[src/hw/rtl/gamut_clip_desaturate_assert.svh]
// Assertion macros for the gamut clip block.
// Used by the top level only; needs clk and rst_n in the including scope.
`ifndef GAMUT_CLIP_DESATURATE_ASSERT_SVH
`define GAMUT_CLIP_DESATURATE_ASSERT_SVH
`ifndef SYNTHESIS
`define GCD_ASSERT_IMPL(label, ante, cons) \
    label: assert property (@(posedge clk) disable iff (!rst_n) (ante) |-> (cons)) \
        else $error("gcd check failed: same-cycle implication");
`define GCD_ASSERT_NEXT(label, ante, cons) \
    label: assert property (@(posedge clk) disable iff (!rst_n) (ante) |=> (cons)) \
        else $error("gcd check failed: next-cycle implication");
`else
`define GCD_ASSERT_IMPL(label, ante, cons)
`define GCD_ASSERT_NEXT(label, ante, cons)
`endif
`endif

[src/hw/rtl/gcd_pkg.sv]
// Shared types, widths and helpers of the gamut clip block.
// No dependencies.
package gcd_pkg;

    localparam int VAL_W     = 24;  // color sample width
    localparam int NUM_W     = 27;  // 3*brightness and corner sums
    localparam int DIF_W     = 25;  // corner spans, channel differences
    localparam int PRD_W     = 52;  // interpolation product
    localparam int GQ_W      = 26;  // grey quotient bits
    localparam int GDEN_W    = 26;  // grey divisor magnitude
    localparam int CFG_IDX_W = 3;
    localparam int FLAG_W    = 2;

    localparam int MODE_LOW_BIT = 0;
    localparam int MODE_UP_BIT  = 1;

    localparam logic [1:0] MODE_OFF   = 2'b00;
    localparam logic [1:0] MODE_RESET = 2'b01;

    localparam logic [FLAG_W-1:0] FLAG_NONE  = 2'b00;
    localparam logic [FLAG_W-1:0] FLAG_LOWER = 2'b01;
    localparam logic [FLAG_W-1:0] FLAG_UPPER = 2'b10;

    typedef logic signed [VAL_W-1:0] val_t;
    typedef logic signed [DIF_W-1:0] dif_t;

    typedef enum logic [CFG_IDX_W-1:0] {
        REG_MODE,
        REG_LOWER_R,
        REG_LOWER_G,
        REG_LOWER_B,
        REG_UPPER_R,
        REG_UPPER_G,
        REG_UPPER_B
    } cfg_idx_t;

    // Which result the pixel takes
    typedef enum logic [1:0] {
        SEL_PASS,
        SEL_LOWER,
        SEL_UPPER,
        SEL_BLEND
    } sel_t;

    // Per-channel blend factor source
    typedef enum logic [1:0] {
        FAC_ONE,
        FAC_ZERO,
        FAC_DIV
    } fac_t;

    typedef struct packed {
        logic [1:0]      mode;
        val_t [2:0]      lower;
        val_t [2:0]      upper;
    } cfg_t;

    typedef struct packed {
        val_t [2:0]      pix;
        sel_t            sel;
    } item_t;

    typedef struct packed {
        item_t           item;
        logic            den_zero;
        logic [2:0]      neg;
        logic [2:0]      ovf;
    } grey_side_t;

    typedef struct packed {
        item_t           item;
        val_t [2:0]      grey;
        dif_t [2:0]      diff;
        fac_t [2:0]      fac;
        logic [FLAG_W-1:0] flags;
    } fac_side_t;

    function automatic val_t sat_val(input logic signed [63:0] v);
        val_t r;
        if (v > 64'sd8388607)
            r = {1'b0, {(VAL_W-1){1'b1}}};
        else if (v < -64'sd8388608)
            r = {1'b1, {(VAL_W-1){1'b0}}};
        else
            r = v[VAL_W-1:0];
        return r;
    endfunction

endpackage

[src/hw/rtl/gcd_blend.sv]
// Back stages: factor minimum, blend multiply, rounding and result select.
// Depends on gcd_pkg.
module gcd_blend #(
    parameter int FRAC_BITS = 16
) (
    input  logic                                 clk,
    input  logic                                 rst_n,
    input  logic                                 en,
    input  gcd_pkg::cfg_t                        cfg,
    input  logic                                 fv,
    input  logic [2:0][FRAC_BITS-1:0]            f_quo,
    input  gcd_pkg::fac_side_t                   f_side,
    output logic                                 out_valid,
    output gcd_pkg::val_t                        red_out,
    output gcd_pkg::val_t                        green_out,
    output gcd_pkg::val_t                        blue_out,
    output logic [gcd_pkg::FLAG_W-1:0]           clip_flags
);
    import gcd_pkg::*;

    localparam int FW = FRAC_BITS + 1;
    localparam int PW = FRAC_BITS + 27;
    localparam logic [FW-1:0] ONE = FW'(1) << FRAC_BITS;

    // Stage F: per-channel factor, then the smallest
    logic [FW-1:0]      fac_val [3];
    logic [FW-1:0]      min01, vv_next;
    logic               sf_valid_reg;
    fac_side_t          sf_side_reg;
    logic [FW-1:0]      vv_reg;

    always_comb
    begin
        for (int i = 0; i < 3; i++)
        begin
            case (f_side.fac[i])
                FAC_ONE:  fac_val[i] = ONE;
                FAC_ZERO: fac_val[i] = '0;
                FAC_DIV:  fac_val[i] = {1'b0, f_quo[i]};
                default:  fac_val[i] = ONE;
            endcase
        end
        min01   = (fac_val[0] < fac_val[1]) ? fac_val[0] : fac_val[1];
        vv_next = (fac_val[2] < min01) ? fac_val[2] : min01;
    end

    // Stage G: scale the pixel-to-grey difference
    logic               sg_valid_reg;
    fac_side_t          sg_side_reg;
    logic signed [PW-1:0] prod_reg [3];

    // Stage H: round, add grey, pick result
    logic [PW-1:0]        pm [3];
    logic [PW-1:0]        rnd [3];
    logic signed [PW:0]   rs [3];
    logic signed [PW:0]   sum [3];
    val_t [2:0]           res_next;
    logic [FLAG_W-1:0]    flags_next;

    logic                 out_valid_reg;
    val_t [2:0]           res_reg;
    logic [FLAG_W-1:0]    flags_reg;

    always_comb
    begin
        for (int i = 0; i < 3; i++)
        begin
            pm[i]  = prod_reg[i][PW-1] ? PW'(-prod_reg[i]) : PW'(prod_reg[i]);
            rnd[i] = (pm[i] + (PW'(1) << (FRAC_BITS - 1))) >> FRAC_BITS;
            rs[i]  = prod_reg[i][PW-1] ? -$signed({1'b0, rnd[i]}) : $signed({1'b0, rnd[i]});
            sum[i] = (PW+1)'($signed(sg_side_reg.grey[i])) + rs[i];
        end
        case (sg_side_reg.item.sel)
            SEL_PASS:
            begin
                res_next   = sg_side_reg.item.pix;
                flags_next = FLAG_NONE;
            end
            SEL_LOWER:
            begin
                res_next   = cfg.lower;
                flags_next = FLAG_LOWER;
            end
            SEL_UPPER:
            begin
                res_next   = cfg.upper;
                flags_next = FLAG_UPPER;
            end
            SEL_BLEND:
            begin
                flags_next = sg_side_reg.flags;
                if (sg_side_reg.flags == FLAG_NONE)
                    res_next = sg_side_reg.item.pix;
                else
                    for (int i = 0; i < 3; i++)
                        res_next[i] = sat_val(64'(sum[i]));
            end
            default:
            begin
                res_next   = sg_side_reg.item.pix;
                flags_next = FLAG_NONE;
            end
        endcase
    end

    always_ff @(posedge clk or negedge rst_n)
    begin
        if (!rst_n)
        begin
            sf_valid_reg  <= 1'b0;
            sg_valid_reg  <= 1'b0;
            out_valid_reg <= 1'b0;
        end
        else if (en)
        begin
            sf_valid_reg  <= fv;
            sg_valid_reg  <= sf_valid_reg;
            out_valid_reg <= sg_valid_reg;
        end
    end

    always_ff @(posedge clk)
    begin
        if (en)
        begin
            sf_side_reg <= f_side;
            vv_reg      <= vv_next;
            sg_side_reg <= sf_side_reg;
            for (int i = 0; i < 3; i++)
                prod_reg[i] <= PW'($signed({1'b0, vv_reg})) * PW'($signed(sf_side_reg.diff[i]));
            res_reg   <= res_next;
            flags_reg <= flags_next;
        end
    end

    assign out_valid  = out_valid_reg;
    assign red_out    = res_reg[0];
    assign green_out  = res_reg[1];
    assign blue_out   = res_reg[2];
    assign clip_flags = flags_reg;

endmodule

[config.mk]
export PLATFORM = sky130hd
export DESIGN_NAME = gcd_blend
export DESIGN_NICKNAME = d
export VERILOG_FILES = /design/src/hw/rtl/gamut_clip_desaturate_assert.svh /design/src/hw/rtl/gcd_pkg.sv /design/src/hw/rtl/gcd_blend.sv
export SDC_FILE = /design/constraint.sdc
export NUM_CORES = 2
export LEC_CHECK = 0
export ABC_CLOCK_PERIOD_IN_PS = 9500
export BUFFER_PORTS_ARGS = -buffer_cell sky130_fd_sc_hd__buf_2
export CORE_MARGIN = 5
export CORE_UTILIZATION = 58
export DETAILED_ROUTE_END_ITERATION = 16
export GPL_ROUTABILITY_DRIVEN = 0
export PLACE_DENSITY = 0.85
export SYNTH_ARGS = -nofsm -noshare
export SYNTH_HDL_FRONTEND = slang
export SYNTH_SLANG_ARGS = --single-unit
[constraint.sdc]
create_clock -name clk -period 9.5 [get_ports clk]
set_input_delay 1.9 -clock clk [delete_from_list [all_inputs] [get_ports clk]]
set_output_delay 1.9 -clock clk [all_outputs]
set_load 0.03 [all_outputs]
==> results.md <==
* CP required at 9880 ps
* Dpl ws at 232 ps
* CTS tree: yes
* Final setup viols at 0
* Most used cell, CP: xnor2_1
* Synth top cells by count: inv_1, fa_1, nand2_1
* Die area at 149000 µm²
* Most used DFF post-synth: edfxtp_1
* Yosys warning total at 0
* Top Ports at roughly 500
* CP Launch Type: flip-flop
* Biggest area consumer among synthesized cells: fa_1
* Worst Max-Slew Pin Slew at 1270 ps
* Hold-fix buffers, CTS at 0
* Final WL at 232000 µm
* CTS Root Cell: clkbuf_16
* Relative slew slack at 15.2%
* EDFF count, synth at 591
* H-tree levels at 3
* Critical path capture point type: flip-flop
* Synthesized flop and latch total at 594
* Syn Inst Count at 8706
* Worst-skew pair later-pin latency at just under 700 ps
* Initial core utilization at 58.2%
* Core Area at 141000 µm²
* Post-DR wirelength/cell at 21.2 µm
* CTS sink cnt at 594
* Post-synth top area share at 30.5%
* Async SR Flop Fraction at less than 1%
* Die Ht at 386 µm
* Slew Limit Fails at 0
* Mean Syn Cell Area at around 9.4 µm²
* First-pass GRT wire length at 364000 µm
* 1st-iter DRT viols at 6945
* Design area at between 80000 and 90000 µm²
* Row count at 138
* Synth Area in Compound Gates at 10.3%
* CTS Buf Count at 69
* MaxCap Viol Count at 0
* Largest family of logic cells by synthesized area: adder cells
* Yosys cell types at between 100 and 150
* Antenna violations before repair at 35
* Mapped Nets at 10900
* Worst EP arrival at 9510 ps
* Crit path max-delay family: simple AND/OR/NAND/NOR gates
* Setup slack after layout at 371 ps
* Grt total ovfl at 0
* NumNets Final at 11100
* Crit path largest cell delay at 530 ps
* CP bufs+invs at 1
* Hold Vio Cnt, Final at 0
* Post-synthesis cell area at 82100 µm²
* Clock Pin Slew Worst Setup and Hold Paths at about 60 ps
* Worst-path fanout max at 23
* Achievable Freq at 110 MHz
* Sequential share of the synthesized area at 21.7%
* Area Growth Syn to Fin at 8.29%
* Count of input and output buffers at 499
* Final period util at 96.1%
* DR pass1 iterations at 12
* Largest net degree at the start of global routing at 169
* DIE WIDTH at 386 µm
* Placed cell areas at 86400 µm²
* Vias at approximately 65000
* Status: completed
* DP Wirelength at 176000 µm
* CTS Buffer Depth at 3
* Register-to-register setup slack at 370 ps
* Final min period at 9130 ps
* Filler Cells Inserted at ~11000
* Layout cells sized above 1 at 9.21%
* Remaining antenna violation count at 0
* XOR/XNOR Fraction of Synth Area at 4.69%
* Gr usage total at a little over 30%
* Vias in the first global route at 68800
* Mux contribution to synthesized area at less than 1%
* Max FFs per register at 223
* Worst Setup Path Type: reg2reg
* DR vias/cell at 5.98
* Post-Synth Adder-Cell Area at 37.9%
* DRC viols at 0
* Post-Synth Simple-Gate Area at between 15 and 20%
* HP Class: reg2reg
* Final Skew at 43.3 ps
* Most common cell in the netlist: inv_1
* Synth top area cells: fa_1, edfxtp_1, ha_1
* CP max-delay cell: nor4_2
## layout by cell type (no fill, tap or decap), types with 238 or more instances in the layout
master | synthesis | layout
inv_1 | 1525 | 1525
fa_1 | 1251 | 1251
nand2_1 | 1130 | 1130
edfxtp_1 | 591 | 591
and2_1 | 541 | 541
buf_2 | 8 | 498
ha_1 | 486 | 485
a21oi_1 | 392 | 391
nor2_1 | 348 | 346
xnor2_1 | 300 | 299
o21ai_0 | 238 | 238
## per-layer routing
metal / vias up / wire length [µm] / global-route usage, %
met5: - / 119 / 0
met1: 32000 / 85400 / 38.8
met4: 18 / 13800 / 15.9
met2: 3934 / 106000 / 49.6
li1: 28700 / - / -
met3: 878 / 27000 / 8.07
## repair_timing
item	4_1_cts	5_1_grt
setup endpoints to repair	0	70
buffers inserted	0	9
resized for setup	0	41
## per-stage QoR
stage          utilization [%]  instances  hold WS (ps)  setup TNS [ps]
2_1_floorplan                -       8706           400               0
3_3_place_gp              61.2      10800           401               0
3_5_place_dp              61.2      10800           405               0
4_1_cts                   62.8      10900           404               0
5_1_grt                   63.0      10900           404           -11.9
6_report                  63.1      10900           406               0
## layout make-up
class / count / area, µm² / share of cell area (%)
antenna: 30 / 75.1 / 0.0844
clock buffer: 74 / 1750 / 1.96
clock inverter: 47 / 498 / 0.560
inverter: 1527 / 5730 / 6.44
multi-input combinational: 6185 / 57300 / 64.4
sequential: 594 / 17800 / 20.0
tap: 1890 / 2360 / 2.66
timing repair buffer: 602 / 3430 / 3.86
## cell families (layout without fill, tap and decap cells)
logic type                 count (synthesis)  count (layout)
AOI/OAI and AO/OA                       1302            1302
muxes                                     67              67
and+or+nand+nor                         2639            2639
xor gates and xnor gates                 440             440
buffers and inverters                   1927            2250
other                                      0              30
adders and majority gates               1737            1737
DFF                                      594             594
## path summary, 6_finish.rpt
check	cells past startpoint	startpoint	end
setup / recovery	30	prod_reg[0][50]	green_out[1]
min in group asynchronous	1	rst_n	sf_valid_reg
setup reg to reg	30	prod_reg[0][50]	green_out[1]
max in group asynchronous	1	rst_n	out_valid
hold / removal	0	sf_side_reg[103]	sg_side_reg[103]
hold reg to reg	0	sf_side_reg[103]	sg_side_reg[103]
Power is left out: the tool's default activity adds up to more than one toggle a clock period on the data nets, which glitch-free logic cannot reach.
