<file path="src/hw/rtl/gamut_clip_desaturate_assert.svh">
// Assertion macros for the gamut clip block.
// Used by the top level only; needs clk and rst_n in the including scope.
`ifndef GAMUT_CLIP_DESATURATE_ASSERT_SVH
`define GAMUT_CLIP_DESATURATE_ASSERT_SVH
`ifndef SYNTHESIS
`define GCD_ASSERT_IMPL(label, ante, cons) \
    label: assert property (@(posedge clk) disable iff (!rst_n) (ante) |-> (cons)) \
        else $error("gcd check failed: same-cycle implication");
`define GCD_ASSERT_NEXT(label, ante, cons) \
    label: assert property (@(posedge clk) disable iff (!rst_n) (ante) |=> (cons)) \
        else $error("gcd check failed: next-cycle implication");
`else
`define GCD_ASSERT_IMPL(label, ante, cons)
`define GCD_ASSERT_NEXT(label, ante, cons)
`endif
`endif

</file>
<file path="src/hw/rtl/gcd_pkg.sv">
// Shared types, widths and helpers of the gamut clip block.
// No dependencies.
package gcd_pkg;

    localparam int VAL_W     = 24;  // color sample width
    localparam int NUM_W     = 27;  // 3*brightness and corner sums
    localparam int DIF_W     = 25;  // corner spans, channel differences
    localparam int PRD_W     = 52;  // interpolation product
    localparam int GQ_W      = 26;  // grey quotient bits
    localparam int GDEN_W    = 26;  // grey divisor magnitude
    localparam int CFG_IDX_W = 3;
    localparam int FLAG_W    = 2;

    localparam int MODE_LOW_BIT = 0;
    localparam int MODE_UP_BIT  = 1;

    localparam logic [1:0] MODE_OFF   = 2'b00;
    localparam logic [1:0] MODE_RESET = 2'b01;

    localparam logic [FLAG_W-1:0] FLAG_NONE  = 2'b00;
    localparam logic [FLAG_W-1:0] FLAG_LOWER = 2'b01;
    localparam logic [FLAG_W-1:0] FLAG_UPPER = 2'b10;

    typedef logic signed [VAL_W-1:0] val_t;
    typedef logic signed [DIF_W-1:0] dif_t;

    typedef enum logic [CFG_IDX_W-1:0] {
        REG_MODE,
        REG_LOWER_R,
        REG_LOWER_G,
        REG_LOWER_B,
        REG_UPPER_R,
        REG_UPPER_G,
        REG_UPPER_B
    } cfg_idx_t;

    // Which result the pixel takes
    typedef enum logic [1:0] {
        SEL_PASS,
        SEL_LOWER,
        SEL_UPPER,
        SEL_BLEND
    } sel_t;

    // Per-channel blend factor source
    typedef enum logic [1:0] {
        FAC_ONE,
        FAC_ZERO,
        FAC_DIV
    } fac_t;

    typedef struct packed {
        logic [1:0]      mode;
        val_t [2:0]      lower;
        val_t [2:0]      upper;
    } cfg_t;

    typedef struct packed {
        val_t [2:0]      pix;
        sel_t            sel;
    } item_t;

    typedef struct packed {
        item_t           item;
        logic            den_zero;
        logic [2:0]      neg;
        logic [2:0]      ovf;
    } grey_side_t;

    typedef struct packed {
        item_t           item;
        val_t [2:0]      grey;
        dif_t [2:0]      diff;
        fac_t [2:0]      fac;
        logic [FLAG_W-1:0] flags;
    } fac_side_t;

    function automatic val_t sat_val(input logic signed [63:0] v);
        val_t r;
        if (v > 64'sd8388607)
            r = {1'b0, {(VAL_W-1){1'b1}}};
        else if (v < -64'sd8388608)
            r = {1'b1, {(VAL_W-1){1'b0}}};
        else
            r = v[VAL_W-1:0];
        return r;
    endfunction

endpackage

</file>
<file path="src/hw/rtl/gcd_factor_prep.sv">
// Grey assembly, channel limit tests and factor divider operand setup.
// Depends on gcd_pkg.
module gcd_factor_prep (
    input  logic                                   clk,
    input  logic                                   rst_n,
    input  logic                                   en,
    input  gcd_pkg::cfg_t                          cfg,
    input  logic                                   gv,
    input  logic [2:0][gcd_pkg::GQ_W-1:0]          g_quo,
    input  gcd_pkg::grey_side_t                    g_side,
    output logic                                   fv,
    output logic [2:0][gcd_pkg::DIF_W-1:0]         f_rem,
    output logic [2:0][gcd_pkg::DIF_W-1:0]         f_den,
    output gcd_pkg::fac_side_t                     f_side
);
    import gcd_pkg::*;

    // Stage D
    logic [GQ_W:0]            qx [3];
    logic signed [GQ_W+1:0]   qs [3];
    logic signed [GQ_W+2:0]   gsum [3];
    val_t [2:0]               grey_next;
    logic [2:0]               lo_hit, up_hit;
    val_t [2:0]               lim_next;

    logic                     d_valid_reg;
    item_t                    d_item_reg;
    val_t [2:0]               grey_reg;
    val_t [2:0]               lim_reg;
    logic [2:0]               hit_reg;
    logic [FLAG_W-1:0]        d_flags_reg;

    always_comb
    begin
        for (int i = 0; i < 3; i++)
        begin
            qx[i]   = g_side.ovf[i] ? ((GQ_W+1)'(1) << GQ_W) : {1'b0, g_quo[i]};
            qs[i]   = g_side.neg[i] ? -$signed({1'b0, qx[i]}) : $signed({1'b0, qx[i]});
            gsum[i] = (GQ_W+3)'($signed(cfg.lower[i])) + (GQ_W+3)'(qs[i]);
            grey_next[i] = g_side.den_zero ? cfg.lower[i] : sat_val(64'(gsum[i]));
            // lower test first, upper only when it fails
            lo_hit[i] = cfg.mode[MODE_LOW_BIT]
                      && ($signed(g_side.item.pix[i]) < $signed(cfg.lower[i]));
            up_hit[i] = !lo_hit[i] && cfg.mode[MODE_UP_BIT]
                      && ($signed(g_side.item.pix[i]) > $signed(cfg.upper[i]));
            lim_next[i] = lo_hit[i] ? cfg.lower[i] : cfg.upper[i];
        end
    end

    // Stage E
    dif_t [2:0]               a_dif, b_dif;
    logic [DIF_W-1:0]         am [3];
    logic [DIF_W-1:0]         bm [3];
    fac_t [2:0]               fac_next;

    logic                     e_valid_reg;
    fac_side_t                e_side_reg;
    logic [2:0][DIF_W-1:0]    e_rem_reg, e_den_reg;

    always_comb
    begin
        for (int i = 0; i < 3; i++)
        begin
            a_dif[i] = DIF_W'($signed(lim_reg[i])) - DIF_W'($signed(grey_reg[i]));
            b_dif[i] = DIF_W'($signed(d_item_reg.pix[i])) - DIF_W'($signed(grey_reg[i]));
            am[i] = a_dif[i][DIF_W-1] ? DIF_W'(-a_dif[i]) : DIF_W'(a_dif[i]);
            bm[i] = b_dif[i][DIF_W-1] ? DIF_W'(-b_dif[i]) : DIF_W'(b_dif[i]);
            if (!hit_reg[i])
                fac_next[i] = FAC_ONE;
            else if ((b_dif[i] == '0) || (a_dif[i] == '0)
                     || (a_dif[i][DIF_W-1] != b_dif[i][DIF_W-1]))
                fac_next[i] = FAC_ZERO;
            else if (am[i] >= bm[i])
                fac_next[i] = FAC_ONE;
            else
                fac_next[i] = FAC_DIV;
        end
    end

    always_ff @(posedge clk or negedge rst_n)
    begin
        if (!rst_n)
        begin
            d_valid_reg <= 1'b0;
            e_valid_reg <= 1'b0;
        end
        else if (en)
        begin
            d_valid_reg <= gv;
            e_valid_reg <= d_valid_reg;
        end
    end

    always_ff @(posedge clk)
    begin
        if (en)
        begin
            d_item_reg  <= g_side.item;
            grey_reg    <= grey_next;
            lim_reg     <= lim_next;
            hit_reg     <= lo_hit | up_hit;
            d_flags_reg <= {|up_hit, |lo_hit};

            e_side_reg.item  <= d_item_reg;
            e_side_reg.grey  <= grey_reg;
            e_side_reg.diff  <= b_dif;
            e_side_reg.fac   <= fac_next;
            e_side_reg.flags <= d_flags_reg;
            for (int i = 0; i < 3; i++)
            begin
                e_rem_reg[i] <= am[i];
                e_den_reg[i] <= bm[i];
            end
        end
    end

    assign fv     = e_valid_reg;
    assign f_rem  = e_rem_reg;
    assign f_den  = e_den_reg;
    assign f_side = e_side_reg;

endmodule

</file>
<file path="config.mk">
export PLATFORM = sky130hd
export DESIGN_NAME = gcd_factor_prep
export DESIGN_NICKNAME = d
export VERILOG_FILES = /design/src/hw/rtl/gamut_clip_desaturate_assert.svh /design/src/hw/rtl/gcd_pkg.sv /design/src/hw/rtl/gcd_factor_prep.sv
export SDC_FILE = /design/constraint.sdc
export NUM_CORES = 2
export LEC_CHECK = 0
export ABC_AREA = 0
export BUFFER_PORTS_ARGS = -buffer_cell sky130_fd_sc_hd__buf_2
export CAP_MARGIN = 15
export CORE_ASPECT_RATIO = 0.7
export CORE_MARGIN = 2
export CORE_UTILIZATION = 30
export DETAILED_ROUTE_END_ITERATION = 8
export GPL_TIMING_DRIVEN = 0
export PLACE_DENSITY_LB_ADDON = 0.2
export SLEW_MARGIN = 10
export SYNTH_ARGS = -nofsm -noshare
export SYNTH_HDL_FRONTEND = slang
export SYNTH_SLANG_ARGS = --single-unit
</file>
<file path="constraint.sdc">
create_clock -name clk -period 10.9 [get_ports clk]
set_clock_uncertainty 0.15 [all_clocks]
set_input_delay 1.09 -clock clk [delete_from_list [all_inputs] [get_ports clk]]
set_output_delay 1.09 -clock clk [all_outputs]
set_load 0.03 [all_outputs]
</file>
==> impl_metrics.py <==
metrics = {
    "job": {
        "maxCapViolations": 0,
    },
    "power_and_ir_drop": {
        "peakVddDrop_uv": 131,
        "swShare": 0.436,
        "power_uw": 11600,
        "clkPwrFrac": 0.220,
        "power.leakage_uw": 0.0223,
        "power.density_mw_per_mm2": 222,
        "seqPwrFrac": 0.294,
        "power.switching_uw": 5060,
        "intPower_uw": 6530,
        "combPwrFrac": 0.486,
    },
    "route": {
        "dr.pass1.iters": 9,
        "drcViolationCount": 0,
        "viasPerCell": 5.28,
        "vias": 37700,
        "postRouteWirelength_um": 174000,
        "routedWlPerCell_um": 24.4,
        "drt-initial-drc-count": 3506,
        "ant_nets": 0,
    },
    "worst_setup_path": {
        "timing.rr.end": "f_side[3]",
        "ff2ff_setup_slack_ns": 3.08,
        "reg2regPathDepth": 25,
        "setup.worst_path.end_class": "flip-flop",
        "worst_path_max_delay_cell": "a2111oi_0",
        "worstPathMaxFanout": 10,
        "crit_type": "flip-flop to flip-flop",
        "slowest_delay_ns": 0.70,
        "critPathRequiredTime_ns": 11.24,
        "r2r-start": "grey_reg[0]",
        "cp.arrival_ns": 8.16,
        "cp-start-kind": "flip-flop",
    },
    "timing": {
        "rsz0062_at_grt": "false",
        "min_period_ns": 7.82,
        "drv_slew": 0,
        "worst_slew_pin_slew_ns": 1.22,
        "finalCritPeriodShare": 0.717,
        "fmax_mhz": 128,
        "whs_ns": 0.251,
        "setup_viol": 0,
        "max_slew_margin": 0.180,
        "hold_viol": 0,
    },
    "placed_design": {
        "dp_hpwl_um": 147000,
        "globalplace.congestion": 0.957,
        "io_buffers": 686,
    },
    "clock_tree": {
        "cts_tree": "built",
        "cts_hold_buf": 1,
        "numCtsBuffers": 71,
        "cts_setup_buffers": 0,
        "cts_buffer_depth": 3,
        "cts-root-buf": "clkbuf_16",
        "clk_pin_slew_ns": 0.07,
        "clock-sinks": 601,
        "ctsResizeCount": 0,
        "htreeDepth": 3,
        "clk_latency_ns": 0.71,
    },
    "logic_synthesis": {
        "synth_area_leaders": "edfxtp_1, ha_1, xnor2_1, a21oi_1, inv_1",
        "syn_area_per_cell_um2": 9.98,
        "synth_top_family_by_area": "compound AO/OA/AOI/OAI gates",
        "synth_fa_ha_area_frac": 0.139,
        "synth_area_mm2": 0.0436,
        "ys_ff_latch": 601,
        "synth_top_area_cell": "edfxtp_1",
        "syn-num-nets": 5162,
        "syn-instance-count": 4375,
        "yosys_warnings": 0,
        "synth_xor_xnor_area_share": 0.0772,
        "async_reset_ff_frac": 0.00333,
        "ys_seq_area_frac": 0.413,
        "muxShareOfSynthArea": 0.0105,
        "ys.flop_type": "edfxtp_1",
        "yosys.area_share.simple": 0.136,
        "yosysUniqueCellTypes": 96,
        "synth-compound-area-share": 0.182,
        "yosys.area.top_type_share": 0.412,
        "synth_edf_count": 599,
    },
    "hold_path": {
        "hp-start": "d_flags_reg[1]",
        "hold_depth": 0,
        "holdPathEnd": "f_side[1]",
        "hold_path_class": "flip-flop to flip-flop",
    },
    "cells_and_area": {
        "area_growth_pct": 19.6,
        "fill_cells": 14800,
        "post_route_cells_drive_above_1_share": 0.171,
        "nets": 5934,
        "largest_reg_flops": 228,
    },
    "floorplan": {
        "start_util": 0.301,
        "io_pins": 689,
        "die_area_mm2": 0.149,
        "core_mm2": 0.145,
        "num_rows": 117,
        "die_h_um": 323,
        "fp.dieW_um": 460,
    },
    "global_routing": {
        "grt_max_degree": 103,
        "grt_pass1_vias": 34800,
        "track_usage": 0.225,
        "overflow": 0,
        "grt_pass1_wl_um": 244000,
        "grt_antenna_before_repair": 99,
    },
    "status": {
        "outcome": "completed",
    },
}
[cells in the final DEF, fill, tap and decap left out, types with 44 or more instances in the layout]
master       n
nor2_1     282
xnor2_1    227
nor2b_1     82
ha_1       469
a21o_1     143
clkbuf_1   108
xor2_1     156
nand2b_1    70
clkbuf_16   71
a31oi_1     44
o21ai_0    270
edfxtp_1   599
inv_1      374
nand4_1     69
nand3_1     69
nand2_1    294
o21a_1      52
a21oi_1    289
nor3_1      57
buf_2      694
[cell usage after synthesis, types with 70 or more instances]
master,number
a21o_1,143
o21ai_0,271
xnor2_1,227
ha_1,469
nand2b_1,70
edfxtp_1,599
a21oi_1,289
nor2b_1,82
inv_1,374
xor2_1,156
clkbuf_1,100
nor2_1,282
nand2_1,294
[layout make-up]
cell class | count | area (um2) | share of cell area
inverters | 376 | 1410 | 0.0270
repair buffers | 699 | 3660 | 0.0701
clock inverters | 50 | 604 | 0.0116
well taps | 1904 | 2380 | 0.0456
clock buffers | 79 | 1810 | 0.0346
plain buffers | 118 | 463 | 0.00887
multi-input cells | 3280 | 23700 | 0.455
diodes | 40 | 100 | 0.00192
flip-flops and latches | 601 | 18000 | 0.345
[stage by stage]
stage | cell area, um2 | setup WS (ns) | utilization | setup TNS, ns | instances
floorplan | 43600 | 4.70 | - | 0 | 4375
global route | 52200 | 2.60 | 0.360 | 0 | 7133
detailed placement | 49700 | 2.60 | 0.343 | 0 | 6976
finish | 52200 | 3.08 | 0.360 | 0 | 7147
CTS | 52100 | 3.00 | 0.360 | 0 | 7106
global placement | 49500 | -1.94 | 0.341 | -758.80 | 6965
[layer usage]
layer	part of all wire	routed length, um	vias to the layer above	global-route usage
met3	0.057	9960	324	0.0353
met1	0.48	82800	18200	0.328
met4	0.037	6420	12	0.0798
li1	-	-	17900	-
met2	0.43	74900	1317	0.337
met5	0.00041	72	-	0
[worst max-delay path by stage]
stage | depth (start not counted) | to | slack, ns | start
5_1_grt | 26 | f_side[3] | 2.60 | grey_reg[11]
2_1_floorplan | 25 | grey_reg[60] | 4.70 | g_side[2]
3_3_place_gp | 2 | d_valid_reg | -1.94 | en
3_5_place_dp | 23 | grey_reg[24] | 2.60 | g_side[1]
6_report | 25 | f_side[3] | 3.08 | grey_reg[0]
4_1_cts | 25 | f_side[3] | 3.00 | grey_reg[0]
[cells by family (layout without fill, tap and decap cells)]
family | Yosys count | after routing
AOI/OAI and AO/OA | 1209 | 1209
buffers and inverters | 494 | 1322
DFF | 601 | 601
other | 0 | 40
and+or+nand+nor | 1163 | 1163
xor gates and xnor gates | 384 | 384
muxes | 45 | 45
adders and majority gates | 479 | 479
[power by group through the flow]
| stage | Combinational (uW) | Sequential (uW) | Clock [uW] |
|---|---|---|---|
| final | 5630 | 3410 | 2550 |
| after global routing | 6120 | 3440 | 2690 |
| after detailed placement | 5520 | 3460 | 0 |
| after global placement | 5490 | 3500 | 0 |
| after floorplan | 3020 | 4100 | 0 |
| after CTS | 5550 | 3410 | 2610 |
[worst max-delay path: cells and delay by family (launching register included)]
family / cells / cell delay (ns)
AO/OA/AOI/OAI: 14 / 4.13
AND/OR/NAND/NOR: 3 / 0.47
flip-flops: 1 / 0.48
adder cells (fa/ha/maj): 4 / 1.33
buffers and inverters: 4 / 1.04
No activity file was read; power rests on OpenSTA's default activity.
